--- src/rtl/dhte_pkg.sv ---
// Package with the command and status codes of the delivery hash table engine.
`timescale 1ns / 1ps
package dhte_pkg;
   localparam logic [1:0] CMD_INSERT = 2'd0;
   localparam logic [1:0] CMD_LOOKUP = 2'd1;
   localparam logic [1:0] CMD_REMOVE = 2'd2;
   localparam logic [1:0] CMD_INVALID = 2'd3;

   localparam logic [1:0] ST_OK = 2'd0;
   localparam logic [1:0] ST_NOT_FOUND = 2'd1;
   localparam logic [1:0] ST_NO_FREE = 2'd2;
   localparam logic [1:0] ST_BUCKET_FULL = 2'd3;

   localparam logic [31:0] HASH_MULT = 32'd2654435761;

   // One queued command word after the hash stage.
   typedef struct packed {
      logic [1:0]  cmd;
      logic [15:0] client;
      logic [15:0] msg_num;
      logic [15:0] bucket;
   } dhte_cmd_type;
endpackage

--- src/rtl/dhte_front.sv ---
// Front end: takes command words, hashes the key and queues them for the back end.
`timescale 1ns / 1ps
module dhte_front
   import dhte_pkg::*;
#(
   parameter int HASH_BITS = 13
) (
   input  logic         clock,
   input  logic         reset,
   input  logic         req_valid,
   input  logic [1:0]   req_cmd,
   input  logic [15:0]  req_client,
   input  logic [15:0]  req_msg_num,
   output logic         req_full,
   output logic         q_valid,
   output dhte_cmd_type q_data,
   input  logic         q_pop
);
   logic [31:0]  prod;
   logic         stg_valid_ff, stg_valid_in;
   logic [1:0]   stg_cmd_ff;
   logic [31:0]  stg_prod_ff;
   logic [15:0]  stg_client_ff, stg_msg_ff;
   dhte_cmd_type q_data_ff [2];
   logic         q_wp_ff, q_rp_ff;
   logic [1:0]   q_cnt_ff;
   logic         push;

   assign prod = {req_client, req_msg_num} * HASH_MULT;
   // Only one word may be anywhere in the front at once, in the staging register or the queue.
   assign req_full = stg_valid_ff || (q_cnt_ff != 2'd0);
   assign push = stg_valid_ff;
   assign stg_valid_in = req_valid && !req_full;
   assign q_valid = (q_cnt_ff != 2'd0);
   assign q_data = q_data_ff[q_rp_ff];

   always_ff @(posedge clock) begin
      if (reset) begin
         stg_valid_ff <= 1'b0;
         q_wp_ff <= 1'b0;
         q_rp_ff <= 1'b0;
         q_cnt_ff <= 2'd0;
      end else begin
         stg_valid_ff <= stg_valid_in;
         if (push) q_wp_ff <= ~q_wp_ff;
         if (q_pop) q_rp_ff <= ~q_rp_ff;
         q_cnt_ff <= q_cnt_ff + {1'b0, push} - {1'b0, q_pop};
      end
      if (stg_valid_in) begin
         stg_cmd_ff <= req_cmd;
         stg_prod_ff <= prod;
         stg_client_ff <= req_client;
         stg_msg_ff <= req_msg_num;
      end
      if (push) begin
         q_data_ff[q_wp_ff].cmd <= stg_cmd_ff;
         q_data_ff[q_wp_ff].client <= stg_client_ff;
         q_data_ff[q_wp_ff].msg_num <= stg_msg_ff;
         q_data_ff[q_wp_ff].bucket <= 16'(stg_prod_ff >> (32 - HASH_BITS));
      end
   end

   assert property (@(posedge clock) disable iff (reset) q_cnt_ff != 2'd3)
      else $error("queue overflow");
   assert property (@(posedge clock) disable iff (reset) q_pop |-> q_valid)
      else $error("pop from empty queue");
   assert property (@(posedge clock) disable iff (reset) stg_valid_ff |=> !stg_valid_ff)
      else $error("hash stage took two words");
endmodule

--- config.mk ---
export PLATFORM = sky130hd
export DESIGN_NAME = dhte_front
export DESIGN_NICKNAME = d
export VERILOG_FILES = /design/src/rtl/dhte_pkg.sv /design/src/rtl/dhte_front.sv
export SDC_FILE = /design/constraint.sdc
export NUM_CORES = 1
export LEC_CHECK = 0
export ABC_CLOCK_PERIOD_IN_PS = 16500
export BUFFER_PORTS_ARGS = -buffer_cell sky130_fd_sc_hd__clkbuf_2
export CAP_MARGIN = 20
export CELL_PAD_IN_SITES_DETAIL_PLACEMENT = 0
export CELL_PAD_IN_SITES_GLOBAL_PLACEMENT = 1
export CORE_UTILIZATION = 55
export DETAILED_ROUTE_END_ITERATION = 6
export GPL_TIMING_DRIVEN = 0
export PLACE_DENSITY = 0.89
export SYNTH_ARGS = -nofsm -noshare
export SYNTH_HDL_FRONTEND = slang
export SYNTH_SLANG_ARGS = --single-unit
--- constraint.sdc ---
create_clock -name clock -period 16.5 [get_ports clock]
set_clock_uncertainty 0.2 [all_clocks]
set_input_delay 0.825 -clock clock [delete_from_list [all_inputs] [get_ports clock]]
set_output_delay 0.825 -clock clock [all_outputs]
set_load 0.02 [all_outputs]
# Yosys cells after proc, flatten, opt, wreduce, memory -nomap -nowiden
# Memory sizes are Yosys's and may differ from the RTL's. A register that Yosys moved wholly into a read port is not among the register bits.
# Cells that the tools add are included.
[op_classes]
addsub = 2
multipliers = 1
muxes = 4
bitwise = 2
reduce_logical = 4
[ops]
columns = ["op", "count"]
rows = [
  ["$mul 32x32->32 const B", 1],
  ["$mux 1", 4],
  ["$add 2x1->2", 1],
  ["$not 1->1", 2],
  ["$reduce_bool 2->1", 1],
  ["$sub 2x1->2", 1],
  ["$logic_and 1x1->1", 1],
  ["$logic_not 1->1", 1],
  ["$logic_or 1x1->1", 1],
]
[totals]
register_bits = 71
ram_bits = 94
out_inout_bits = 52
mem_count = 1
[mem_list]
columns = ["memory", "words", "width", "rd", "rd_ports_with_merged_regs", "wr", "line_no", "source"]
rows = [
  ["q_data_ff", 2, 47, 1, 1, 1, "dhte_front.sv:24", "dhte_cmd_type q_data_ff [2];"],
]

# Logic depth before layout (Yosys ltp)
# Gate-level depths: netlist of the first run.
[depth]
ltp_word = 4
ltp_mapped = 24
ltp_nobuf = 24

# Worst setup path after synthesis of the first run
# OpenSTA, ideal clock, no wires.
[synth_timing]
kind = "input to register"
start = "in req_client[0]"
end = "reg stg_prod_ff[30] (data pin)"
setup_ps = 256
t_arrival_ps = 6514
t_required_ps = 16044
setup_slack_ps = 9530
path_stages = 21
path_buffers = 0
path_cell_list = "fa_1 -> inv_1 -> fa_1 -> inv_1 -> fa_1 -> fa_1 -> fa_1 -> inv_1 -> fa_1 -> inv_1 -> fa_1 -> inv_1 -> fa_1 -> inv_1 -> ha_1 -> a21oi_1 -> inv_1 -> a21o_1 -> a21oi_1 -> or4b_1 -> o211a_1"
[synth_via]
elab_chain_len = 1
[synth_rtl]
columns = ["element", "line_no", "source"]
rows = [
  ["start, declared", "dhte_front.sv:12", "input logic [15:0] req_client,"],
  ["$mul 32x32->32", "dhte_front.sv:29", "assign prod = {req_client, req_msg_num} * HASH_MULT;"],
  ["net prod[30]", "dhte_front.sv:19", "logic [31:0] prod;"],
  ["end signal, assigned", "dhte_front.sv:51", "stg_prod_ff <= prod;"],
  ["end, declared", "dhte_front.sv:22", "logic [31:0] stg_prod_ff;"],
]
# The timed path passes the listed nets, and every way through them passes these cells.
# A chain may end at the register's enable or synchronous reset.

# Final worst setup path of the first run
[layout_timing]
start = "in req_msg_num[6]"
end = "reg stg_prod_ff[30] (data pin)"
[layout_via]
elab_chain_len = 1
[layout_rtl]
columns = ["element", "line_no", "source"]
rows = [
  ["start, declared", "dhte_front.sv:13", "input logic [15:0] req_msg_num,"],
  ["$mul 32x32->32", "dhte_front.sv:29", ""],
  ["net prod[30]", "dhte_front.sv:19", ""],
]
# The timed path passes the listed nets, and every way through them passes these cells.

==> results of run 1 <==
==> layout make-up <==
cell class	instances	area, um2	share of cell area
flip-flops and latches	147	4354	0.2859
well taps	324	405.4	0.02662
plain buffers	11	52.55	0.003451
clock buffers	17	425.4	0.02794
multi-input cells	605	8051	0.5287
clock inverters	15	135.1	0.008874
repair buffers	89	490.5	0.03221
inverters	350	1314	0.08627
==> logic make-up (layout without fill, tap and decap cells) <==
family / Yosys count / in the layout / synth area share
xor+xnor: 51 / 51 / 0.03249
mux: 49 / 49 / 0.04004
simple gates: 57 / 57 / 0.01984
fa+ha+maj: 389 / 389 / 0.4649
buf+inv: 361 / 482 / 0.09938
compound gates: 56 / 56 / 0.02639
flops: 147 / 147 / 0.3167
other cells: 1 / 3 / 0.0002728
==> per-layer routing <==
| layer | share of wire | wire length [um] | global-route usage |
|---|---|---|---|
| met1 | 0.44 | 12350 | 0.3236 |
| met2 | 0.50 | 13940 | 0.4055 |
| met3 | 0.047 | 1336 | 0.03740 |
| met4 | 0.018 | 503 | 0.06494 |
| met5 | 0 | 0 | 0 |
==> how the worst max path moves through the flow <==
| stage | startpoint | endpoint | slack (ns) | cells after the start |
|---|---|---|---|---|
| 2_1_floorplan | req_client[0] | stg_prod_ff[30] | 9.53 | 21 |
| 3_3_place_gp | req_msg_num[6] | stg_prod_ff[30] | 8.66 | 23 |
| 3_5_place_dp | req_msg_num[4] | stg_prod_ff[30] | 8.57 | 23 |
| 4_1_cts | req_msg_num[6] | stg_prod_ff[30] | 9.07 | 23 |
| 5_1_grt | req_msg_num[13] | stg_prod_ff[30] | 8.77 | 22 |
| 6_report | req_msg_num[6] | stg_prod_ff[30] | 9.04 | 23 |
==> stage by stage <==
stage / cells / setup slack, ns / instance area (um2) / utilization
after floorplan: 1113 / 9.530 / 13760 / -
after global routing: 1558 / 8.772 / 15230 / 0.6243
after global placement: 1523 / 8.662 / 14590 / 0.5982
final: 1558 / 9.035 / 15230 / 0.6243
after CTS: 1558 / 9.070 / 15230 / 0.6243
after detailed placement: 1526 / 8.567 / 14670 / 0.6014
==> placed cells by master (no fill, tap or decap), types with 7 or more instances in the layout <==
cell                          n
sky130_fd_sc_hd__xnor2_1     42
sky130_fd_sc_hd__inv_1      350
sky130_fd_sc_hd__clkbuf_16   17
sky130_fd_sc_hd__clkbuf_1     8
sky130_fd_sc_hd__a21o_1       8
sky130_fd_sc_hd__edfxtp_1   141
sky130_fd_sc_hd__mux2_2      48
sky130_fd_sc_hd__a21oi_1     23
sky130_fd_sc_hd__nor2_1      16
sky130_fd_sc_hd__clkbuf_2    86
sky130_fd_sc_hd__o21ai_0      7
sky130_fd_sc_hd__fa_1       203
sky130_fd_sc_hd__ha_1       186
sky130_fd_sc_hd__xor2_1       9
sky130_fd_sc_hd__nand2_1     18
==> registers in the layout, summed over array words and instances, names as in the netlist, named ones only <==
| name | count |
|---|---|
| q_wp_ff | 1 |
| q_data_ff | 94 |
| q_cnt_ff | 2 |
| push | 1 |
| q_rp_ff | 1 |
| stg_msg_ff | 12 |
| stg_client_ff | 16 |
| stg_prod_ff | 17 |
| stg_cmd_ff | 2 |
==> critical path, delay by kind of cell <==
kind | cells | cell delay [ns]
compound gates | 2 | 0.55
fa+ha+maj | 9 | 4.20
buf+inv | 9 | 0.94
simple gates | 3 | 0.91
==> report_table.html, run 1 <==
<table>
<tr><th>Metric</th><th>Value</th></tr>
<tr><th colspan="2">Critical path</th></tr>
<tr><td>Slowest-stage cell, CP</td><td>sky130_fd_sc_hd__or4_4</td></tr>
<tr><td>Endpoint required time on the critical path</td><td>16.47 ns</td></tr>
<tr><td>Critical Path Source Type</td><td>input pin</td></tr>
<tr><td>Slowest Stage Delay on Critical Path</td><td>0.62 ns</td></tr>
<tr><td>Crit path capture type</td><td>flip-flop</td></tr>
<tr><td>Reg-to-reg setup timing slack</td><td>14.43 ns</td></tr>
<tr><td>Worst Reg-to-Reg Cells</td><td>3</td></tr>
<tr><td>Crit path DAT</td><td>7.43 ns</td></tr>
<tr><td>Max FO, Critical Path</td><td>9</td></tr>
<tr><td>Beginning of the worst register-to-register path</td><td>push</td></tr>
<tr><td>Worst-path cell chain</td><td>clkbuf_2, inv_1, fa_1, inv_1, fa_1, fa_1, inv_1, fa_1, inv_1, fa_1, inv_1, fa_1, inv_1, fa_1, inv_1, fa_1, inv_1, ha_1, nand4_1, or4_4, a211oi_2, nor2_1, o211a_1</td></tr>
<tr><td>Critical setup path kind</td><td>in -&gt; reg</td></tr>
<tr><td>Capturing point of the worst reg2reg path</td><td>stg_prod_ff[2]</td></tr>
<tr><th colspan="2">Global routing</th></tr>
<tr><td>Via count of the first global-routing pass</td><td>8688</td></tr>
<tr><td>Antenna violations before repair</td><td>0</td></tr>
<tr><td>First-pass GRT wire length</td><td>45.64 mm</td></tr>
<tr><td>Maximum number of pins on one net before global-route repair</td><td>34</td></tr>
<tr><td>Sum of overflow across all layers after global routing</td><td>0</td></tr>
<tr><td>Overall fraction of global-route tracks in use</td><td>0.2400</td></tr>
<tr><th colspan="2">Timing</th></tr>
<tr><td>TNS Setup</td><td>0 ns</td></tr>
<tr><td>Top achievable clock speed</td><td>0.1340 GHz</td></tr>
<tr><td>Setup repair after global routing missed its margin</td><td>false</td></tr>
<tr><td>Worst hold slack after final layout</td><td>between 0.2 and 0.25 ns</td></tr>
<tr><td>Final cycle utilization of the critical path</td><td>0.4524</td></tr>
<tr><td>Headroom to the max-slew limit</td><td>0.5141</td></tr>
<tr><td>Count of final hold-check violations</td><td>0</td></tr>
<tr><td>Final setup violation count</td><td>0</td></tr>
<tr><td>Crit path time final</td><td>roughly 7.5 ns</td></tr>
<tr><td>Worst-Margin Slew</td><td>0.7271 ns</td></tr>
<tr><td>Number of slew-limit violations in the final report</td><td>0</td></tr>
<tr><th colspan="2">Drt</th></tr>
<tr><td>Remaining antenna violation count</td><td>0</td></tr>
<tr><td>Total via count after detailed routing</td><td>7853</td></tr>
<tr><td>Mean number of vias per cell</td><td>5.040</td></tr>
<tr><td>Number of detailed-route iterations in the first pass</td><td>5</td></tr>
<tr><td>DRC errors left</td><td>0</td></tr>
<tr><td>Wirelength per Cell</td><td>18.06 um</td></tr>
<tr><td>Routed Wire Length</td><td>28.13 mm</td></tr>
<tr><td>Starting DRC count in detailed routing</td><td>421</td></tr>
<tr><th colspan="2">Outcome</th></tr>
<tr><td>Status</td><td>completed</td></tr>
<tr><th colspan="2">Synth</th></tr>
<tr><td>Async S/R FF share, synth</td><td>0</td></tr>
<tr><td>Yosys synthesis warning count</td><td>0</td></tr>
<tr><td>EDFF count, synth</td><td>141</td></tr>
<tr><td>Cell with the most instances after synthesis</td><td>sky130_fd_sc_hd__inv_1</td></tr>
<tr><td>Top cell type by total area after synthesis</td><td>sky130_fd_sc_hd__edfxtp_1</td></tr>
<tr><td>Cell count after synthesis</td><td>roughly 1100</td></tr>
<tr><td>Cell types occupying the most area after synthesis</td><td>sky130_fd_sc_hd__edfxtp_1 (31%), sky130_fd_sc_hd__fa_1 (30%), sky130_fd_sc_hd__ha_1 (17%), sky130_fd_sc_hd__inv_1 (9.6%), sky130_fd_sc_hd__mux2_2 (3.9%)</td></tr>
<tr><td>Share of Yosys cell area claimed by the top area cell type</td><td>0.3080</td></tr>
<tr><td>Netlist Area Pre-Place</td><td>13750 um2</td></tr>
<tr><td>Flops &amp; latches, synth</td><td>147</td></tr>
<tr><td>Synth cell types</td><td>between 40 and 50</td></tr>
<tr><td>Top cells by count, synth</td><td>sky130_fd_sc_hd__inv_1 (350), sky130_fd_sc_hd__fa_1 (203), sky130_fd_sc_hd__ha_1 (186)</td></tr>
<tr><td>Sequential cell area fraction in the yosys report</td><td>0.3167</td></tr>
<tr><td>Mean Syn Cell Area</td><td>12.37 um2</td></tr>
<tr><td>Main synth FF type</td><td>sky130_fd_sc_hd__edfxtp_1</td></tr>
<tr><th colspan="2">Clock tree</th></tr>
<tr><td>Hold buffer count at cts</td><td>0</td></tr>
<tr><td>Buffers inserted by post-CTS timing repair</td><td>0</td></tr>
<tr><td>H-tree levels</td><td>4</td></tr>
<tr><td>Resized cells post-CTS</td><td>0</td></tr>
<tr><td>Insertion delay of the later-clocked pin in the worst-skew pair</td><td>0.42 ns</td></tr>
<tr><td>Clock sink count</td><td>147</td></tr>
<tr><td>CTS root buffer</td><td>sky130_fd_sc_hd__clkbuf_16</td></tr>
<tr><td>Clock-pin transition on the worst setup and hold timing paths</td><td>0.07 ns</td></tr>
<tr><td>CTS Buf Count</td><td>17</td></tr>
<tr><td>Clock Path Buffers</td><td>2</td></tr>
<tr><td>TritonCTS clock tree</td><td>built</td></tr>
<tr><th colspan="2">Layout</th></tr>
<tr><td>Number of nets in the layout</td><td>~1600</td></tr>
<tr><td>Layout cells sized above 1</td><td>0.1451</td></tr>
<tr><td>Synth-to-layout area growth</td><td>10.77%</td></tr>
<tr><td>Fillcell total</td><td>between 1500 and 2000</td></tr>
<tr><td>Antenna cell count</td><td>0</td></tr>
<tr><th colspan="2">Min path</th></tr>
<tr><td>Terminating pin of the worst hold path</td><td>q_data_ff[0][6]</td></tr>
<tr><td>Worst hold stages</td><td>0</td></tr>
<tr><td>Origin of the worst min-delay path</td><td>stg_prod_ff[25]</td></tr>
<tr><td>Hold Path Class</td><td>reg -&gt; reg</td></tr>
<tr><th colspan="2">Floorplanning</th></tr>
<tr><td>Number of I/O pins</td><td>90</td></tr>
<tr><td>Die H</td><td>160.1 um</td></tr>
<tr><td>Total number of placement rows</td><td>57</td></tr>
<tr><td>Total die area</td><td>25630 um2</td></tr>
<tr><td>Die width</td><td>160.1 um</td></tr>
<tr><td>Initial Util</td><td>0.5637</td></tr>
<tr><td>Core outline area</td><td>around 24000 um2</td></tr>
<tr><th colspan="2">Placed design</th></tr>
<tr><td>Number of buffer cells added on primary ports</td><td>between 80 and 90</td></tr>
<tr><td>Estimated wirelength of the detail-placed design</td><td>22.65 mm</td></tr>
<tr><td>GP Congestion</td><td>0.8822</td></tr>
<tr><th colspan="2">Flow run</th></tr>
<tr><td># Max-Cap Violations</td><td>0</td></tr>
</table>
Power of run 1 is left out: the tool's default activity adds up to more than one toggle a clock period on the data nets, which glitch-free logic cannot reach.
==> inputs of run 2 (changes only) <==
--- a/config.mk
+++ b/config.mk
@@ -5,15 +5,15 @@
 export SDC_FILE = /design/constraint.sdc
 export NUM_CORES = 1
 export LEC_CHECK = 0
-export ABC_CLOCK_PERIOD_IN_PS = 16500
+export ABC_CLOCK_PERIOD_IN_PS = 6700
 export BUFFER_PORTS_ARGS = -buffer_cell sky130_fd_sc_hd__clkbuf_2
 export CAP_MARGIN = 20
 export CELL_PAD_IN_SITES_DETAIL_PLACEMENT = 0
 export CELL_PAD_IN_SITES_GLOBAL_PLACEMENT = 1
-export CORE_UTILIZATION = 55
+export CORE_UTILIZATION = 47
 export DETAILED_ROUTE_END_ITERATION = 6
 export GPL_TIMING_DRIVEN = 0
-export PLACE_DENSITY = 0.89
+export PLACE_DENSITY = 0.81
 export SYNTH_ARGS = -nofsm -noshare
 export SYNTH_HDL_FRONTEND = slang
 export SYNTH_SLANG_ARGS = --single-unit
==> constraint.sdc (replaced) <==
create_clock -name clock -period 6.7 [get_ports clock]
set_clock_uncertainty 0.2 [all_clocks]
set_input_delay 0.335 -clock clock [delete_from_list [all_inputs] [get_ports clock]]
set_output_delay 0.335 -clock clock [all_outputs]
set_load 0.02 [all_outputs]
==> run 2 against run 1 <==
  * Global-route usage fell by 3.7 points
  * Sequential share of layout area fell by 0.82 points
  * Routed wire length rose by 0.53%
  * Die area rose by 17%
  * First-iteration DRC count fell by 3.3%
  * Utilization fell by 7.8 points
  * Register-to-register slack got worse by 9.9 ns
  * Final area rose by 2.9%
  * Hold slack got worse by 0.21 ns
==> report_table.html, run 2 (synthesis gave the netlist of run 1 again) <==
<table>
<tr><th>Metric</th><th>Value</th></tr>
<tr><th colspan="2">Drt</th></tr>
<tr><td>Detail Route met3 WL</td><td>946 um (-29%)</td></tr>
<tr><td>Starting DRC count in detailed routing</td><td>407 (-3.3%)</td></tr>
<tr><td>Total via count after detailed routing</td><td>7854 (+0.013%)</td></tr>
<tr><td>Mean number of vias per cell</td><td>4.783 (-5.1%)</td></tr>
<tr><td>Routed Wire Length</td><td>28.28 mm (+0.53%)</td></tr>
<tr><td>Max layer used</td><td>met4</td></tr>
<tr><td>Remaining antenna violation count</td><td>0 (unchanged)</td></tr>
<tr><td>Number of detailed-route iterations in the first pass</td><td>4 (-1)</td></tr>
<tr><td>Met2 layer wire length in the routed design</td><td>13.86 mm (-0.60%)</td></tr>
<tr><td>DRC errors left</td><td>0 (unchanged)</td></tr>
<tr><td>Met1 WL</td><td>13.09 mm (+6.0%)</td></tr>
<tr><td>Wirelength per Cell</td><td>17.23 um (-4.6%)</td></tr>
<tr><th colspan="2">Layout</th></tr>
<tr><td>Most frequent standard cell in the layout excluding fill and tap cells</td><td>sky130_fd_sc_hd__inv_1</td></tr>
<tr><td>Final standard cell area without fillers</td><td>15680 um2 (+2.9%)</td></tr>
<tr><td>Synth-to-layout area growth</td><td>14.03%</td></tr>
<tr><td>Number of nets in the layout</td><td>1672 (+1.5%)</td></tr>
<tr><td>Reg with most FFs</td><td>q_data_ff</td></tr>
<tr><td>Registers with the highest flip-flop counts</td><td>q_data_ff x94, stg_prod_ff x17, stg_client_ff x16</td></tr>
<tr><td>Layout cells sized above 1</td><td>0.1638 (+0.01870)</td></tr>
<tr><td>Final core utilization</td><td>0.5462 (-0.07814)</td></tr>
<tr><td>Max FFs per register</td><td>94 (unchanged)</td></tr>
<tr><td>Commonest cells after routing, fill and taps aside</td><td>sky130_fd_sc_hd__inv_1 (343), sky130_fd_sc_hd__fa_1 (202), sky130_fd_sc_hd__ha_1 (183)</td></tr>
<tr><td>Antenna cell count</td><td>0 (unchanged)</td></tr>
<tr><th colspan="2">Critical path</th></tr>
<tr><td>Critical Path Source Type</td><td>input pin</td></tr>
<tr><td>Crit. Startpoint</td><td>req_msg_num[11]</td></tr>
<tr><td>Worst Reg-to-Reg Cells</td><td>3 (unchanged)</td></tr>
<tr><td>Crit path DAT</td><td>6.47 ns (-0.96 ns)</td></tr>
<tr><td>Reg-to-reg setup timing slack</td><td>4.57 ns (-9.86 ns)</td></tr>
<tr><td>Max FO, Critical Path</td><td>8 (-1)</td></tr>
<tr><td>Critical setup path kind</td><td>in -&gt; reg</td></tr>
<tr><td>End point of the critical path</td><td>stg_prod_ff[30]</td></tr>
<tr><td>Crit path capture type</td><td>flip-flop</td></tr>
<tr><td>Endpoint required time on the critical path</td><td>6.67 ns (-9.80 ns)</td></tr>
<tr><td>Capturing point of the worst reg2reg path</td><td>stg_msg_ff[12]</td></tr>
<tr><td>Beginning of the worst register-to-register path</td><td>push</td></tr>
<tr><th colspan="2">Timing</th></tr>
<tr><td>Headroom to the max-slew limit</td><td>0.5298 (+0.01565)</td></tr>
<tr><td>Worst-Margin Slew</td><td>0.7036 ns (-0.02342 ns)</td></tr>
<tr><td>Number of slew-limit violations in the final report</td><td>0 (unchanged)</td></tr>
<tr><td>Final setup violation count</td><td>0 (unchanged)</td></tr>
<tr><td>Count of final hold-check violations</td><td>0 (unchanged)</td></tr>
<tr><td>Final cycle utilization of the critical path</td><td>0.9697</td></tr>
<tr><td>Setup repair after global routing missed its margin</td><td>true</td></tr>
<tr><td>Crit path time final</td><td>between 6 and 7 ns</td></tr>
<tr><td>Final worst setup slack</td><td>0.2031 ns (-8.832 ns)</td></tr>
<tr><td>Top achievable clock speed</td><td>between 0.15 and 0.2 GHz</td></tr>
<tr><th colspan="2">Floorplanning</th></tr>
<tr><td>Die H</td><td>173.0 um (+8.1%)</td></tr>
<tr><td>Core outline area</td><td>28700 um2 (+18%)</td></tr>
<tr><td>Die width</td><td>173.0 um (+8.1%)</td></tr>
<tr><td>Initial Util</td><td>0.4790 (-0.08467)</td></tr>
<tr><td>Number of I/O pins</td><td>90 (unchanged)</td></tr>
<tr><td>Total number of placement rows</td><td>62 (+8.8%)</td></tr>
<tr><td>Total die area</td><td>29940 um2 (+17%)</td></tr>
<tr><th colspan="2">Placed design</th></tr>
<tr><td>Estimated wirelength of the detail-placed design</td><td>23.13 mm (+2.1%)</td></tr>
<tr><td>Number of buffer cells added on primary ports</td><td>86 (unchanged)</td></tr>
<tr><td>GP Congestion</td><td>0.8846 (+0.27%)</td></tr>
<tr><td>Placed Instance Area</td><td>14740 um2 (+0.51%)</td></tr>
<tr><td>Worst slack at placement</td><td>-0.6915 ns (-9.258 ns)</td></tr>
<tr><th colspan="2">Flow run</th></tr>
<tr><td># Max-Cap Violations</td><td>0 (unchanged)</td></tr>
<tr><th colspan="2">Clock tree</th></tr>
<tr><td>CTS root buffer</td><td>sky130_fd_sc_hd__clkbuf_16</td></tr>
<tr><td>TritonCTS clock tree</td><td>built</td></tr>
<tr><td>Clock sink count</td><td>147 (unchanged)</td></tr>
<tr><td>H-tree levels</td><td>4 (unchanged)</td></tr>
<tr><td>Insertion delay of the later-clocked pin in the worst-skew pair</td><td>0.42 ns (about the same)</td></tr>
<tr><td>Clock-pin transition on the worst setup and hold timing paths</td><td>0.07 ns (about the same)</td></tr>
<tr><td>CTS Buf Count</td><td>17 (unchanged)</td></tr>
<tr><td>Clock Path Buffers</td><td>2 (unchanged)</td></tr>
<tr><th colspan="2">Global routing</th></tr>
<tr><td>Sum of overflow across all layers after global routing</td><td>0 (unchanged)</td></tr>
<tr><td>Antenna violations before repair</td><td>0 (unchanged)</td></tr>
<tr><td>Overall fraction of global-route tracks in use</td><td>0.2028 (-0.03724)</td></tr>
<tr><td>Maximum number of pins on one net before global-route repair</td><td>30 (-12%)</td></tr>
<tr><td>First-pass GRT wire length</td><td>45.76 mm (+0.26%)</td></tr>
<tr><td>Via count of the first global-routing pass</td><td>8560 (-1.5%)</td></tr>
<tr><th colspan="2">Min path</th></tr>
<tr><td>Hold Path Class</td><td>in -&gt; reg</td></tr>
<tr><th colspan="2">Outcome</th></tr>
<tr><td>Status</td><td>completed</td></tr>
</table>
run 2: stage by stage:
step           setup TNS [ns]  hold slack, ns  instances
4_1_cts                     0         0.01613       1632
5_1_grt              -0.03708         0.01851       1642
2_1_floorplan               0          0.2066       1113
6_report                    0         0.03561       1642
3_3_place_gp           -5.083          0.2216       1583
3_5_place_dp           -6.022          0.2290       1586
run 2: per-layer routing:
metal | vias up | GRT usage
li1 | 3745 | -
met1 | 3962 | 0.2750
met2 | 122 | 0.3424
met3 | 25 | 0.03122
met4 | 0 | 0.04978
met5 | - | 0
run 2: worst min-delay path by stage:
stage	startpoint	end	slack [ns]	cells past startpoint
global placement	stg_msg_ff[14]	q_data_ff[0][27]	0.22	0
detailed placement	stg_msg_ff[15]	q_data_ff[1][28]	0.23	0
global route	req_client[9]	stg_client_ff[9]	0.02	1
floorplan	reset	q_cnt_ff[0]	0.21	1
finish	req_msg_num[13]	stg_msg_ff[13]	0.04	1
CTS	req_client[9]	stg_client_ff[9]	0.02	1
run 2: repair_timing:
| action | CTS | global route |
|---|---|---|
| cloned | 0 | 0 |
| hold buffers | 11 | 3 |
| setup buffers | 3 | 7 |
| pin swaps | 0 | 1 |
| gates resized for setup | 14 | 34 |
| endpoints found under the setup margin | 8 | 8 |
| endpoints found under the hold margin | 14 | 3 |
run 2: cell type report:
cell class | count | area [um2]
fill | 2456 | 13030
inverter | 350 | 1340
clock buffer | 17 | 425.4
buffer | 11 | 52.55
sequential | 147 | 4354
tap | 384 | 480.5
timing repair buffer | 113 | 769.5
multi-input combinational | 605 | 8092
clock inverter | 15 | 163.9
run 2: worst max-delay path, cell delays in order:
cell,delay [ns]
sky130_fd_sc_hd__clkbuf_4,0.21
sky130_fd_sc_hd__clkinvlp_4,0.23
sky130_fd_sc_hd__fa_1,0.49
sky130_fd_sc_hd__fa_1,0.51
sky130_fd_sc_hd__inv_1,0.06
sky130_fd_sc_hd__fa_1,0.44
sky130_fd_sc_hd__fa_1,0.55
sky130_fd_sc_hd__inv_1,0.06
sky130_fd_sc_hd__fa_1,0.44
sky130_fd_sc_hd__fa_1,0.51
sky130_fd_sc_hd__inv_1,0.06
sky130_fd_sc_hd__fa_1,0.48
sky130_fd_sc_hd__inv_1,0.05
sky130_fd_sc_hd__fa_1,0.47
sky130_fd_sc_hd__inv_1,0.04
sky130_fd_sc_hd__ha_2,0.32
sky130_fd_sc_hd__a21oi_2,0.18
sky130_fd_sc_hd__inv_1,0.07
sky130_fd_sc_hd__a21o_1,0.18
sky130_fd_sc_hd__a21oi_2,0.18
sky130_fd_sc_hd__or4b_1,0.45
sky130_fd_sc_hd__o211a_1,0.14
Power of run 2 is left out for the same reason.
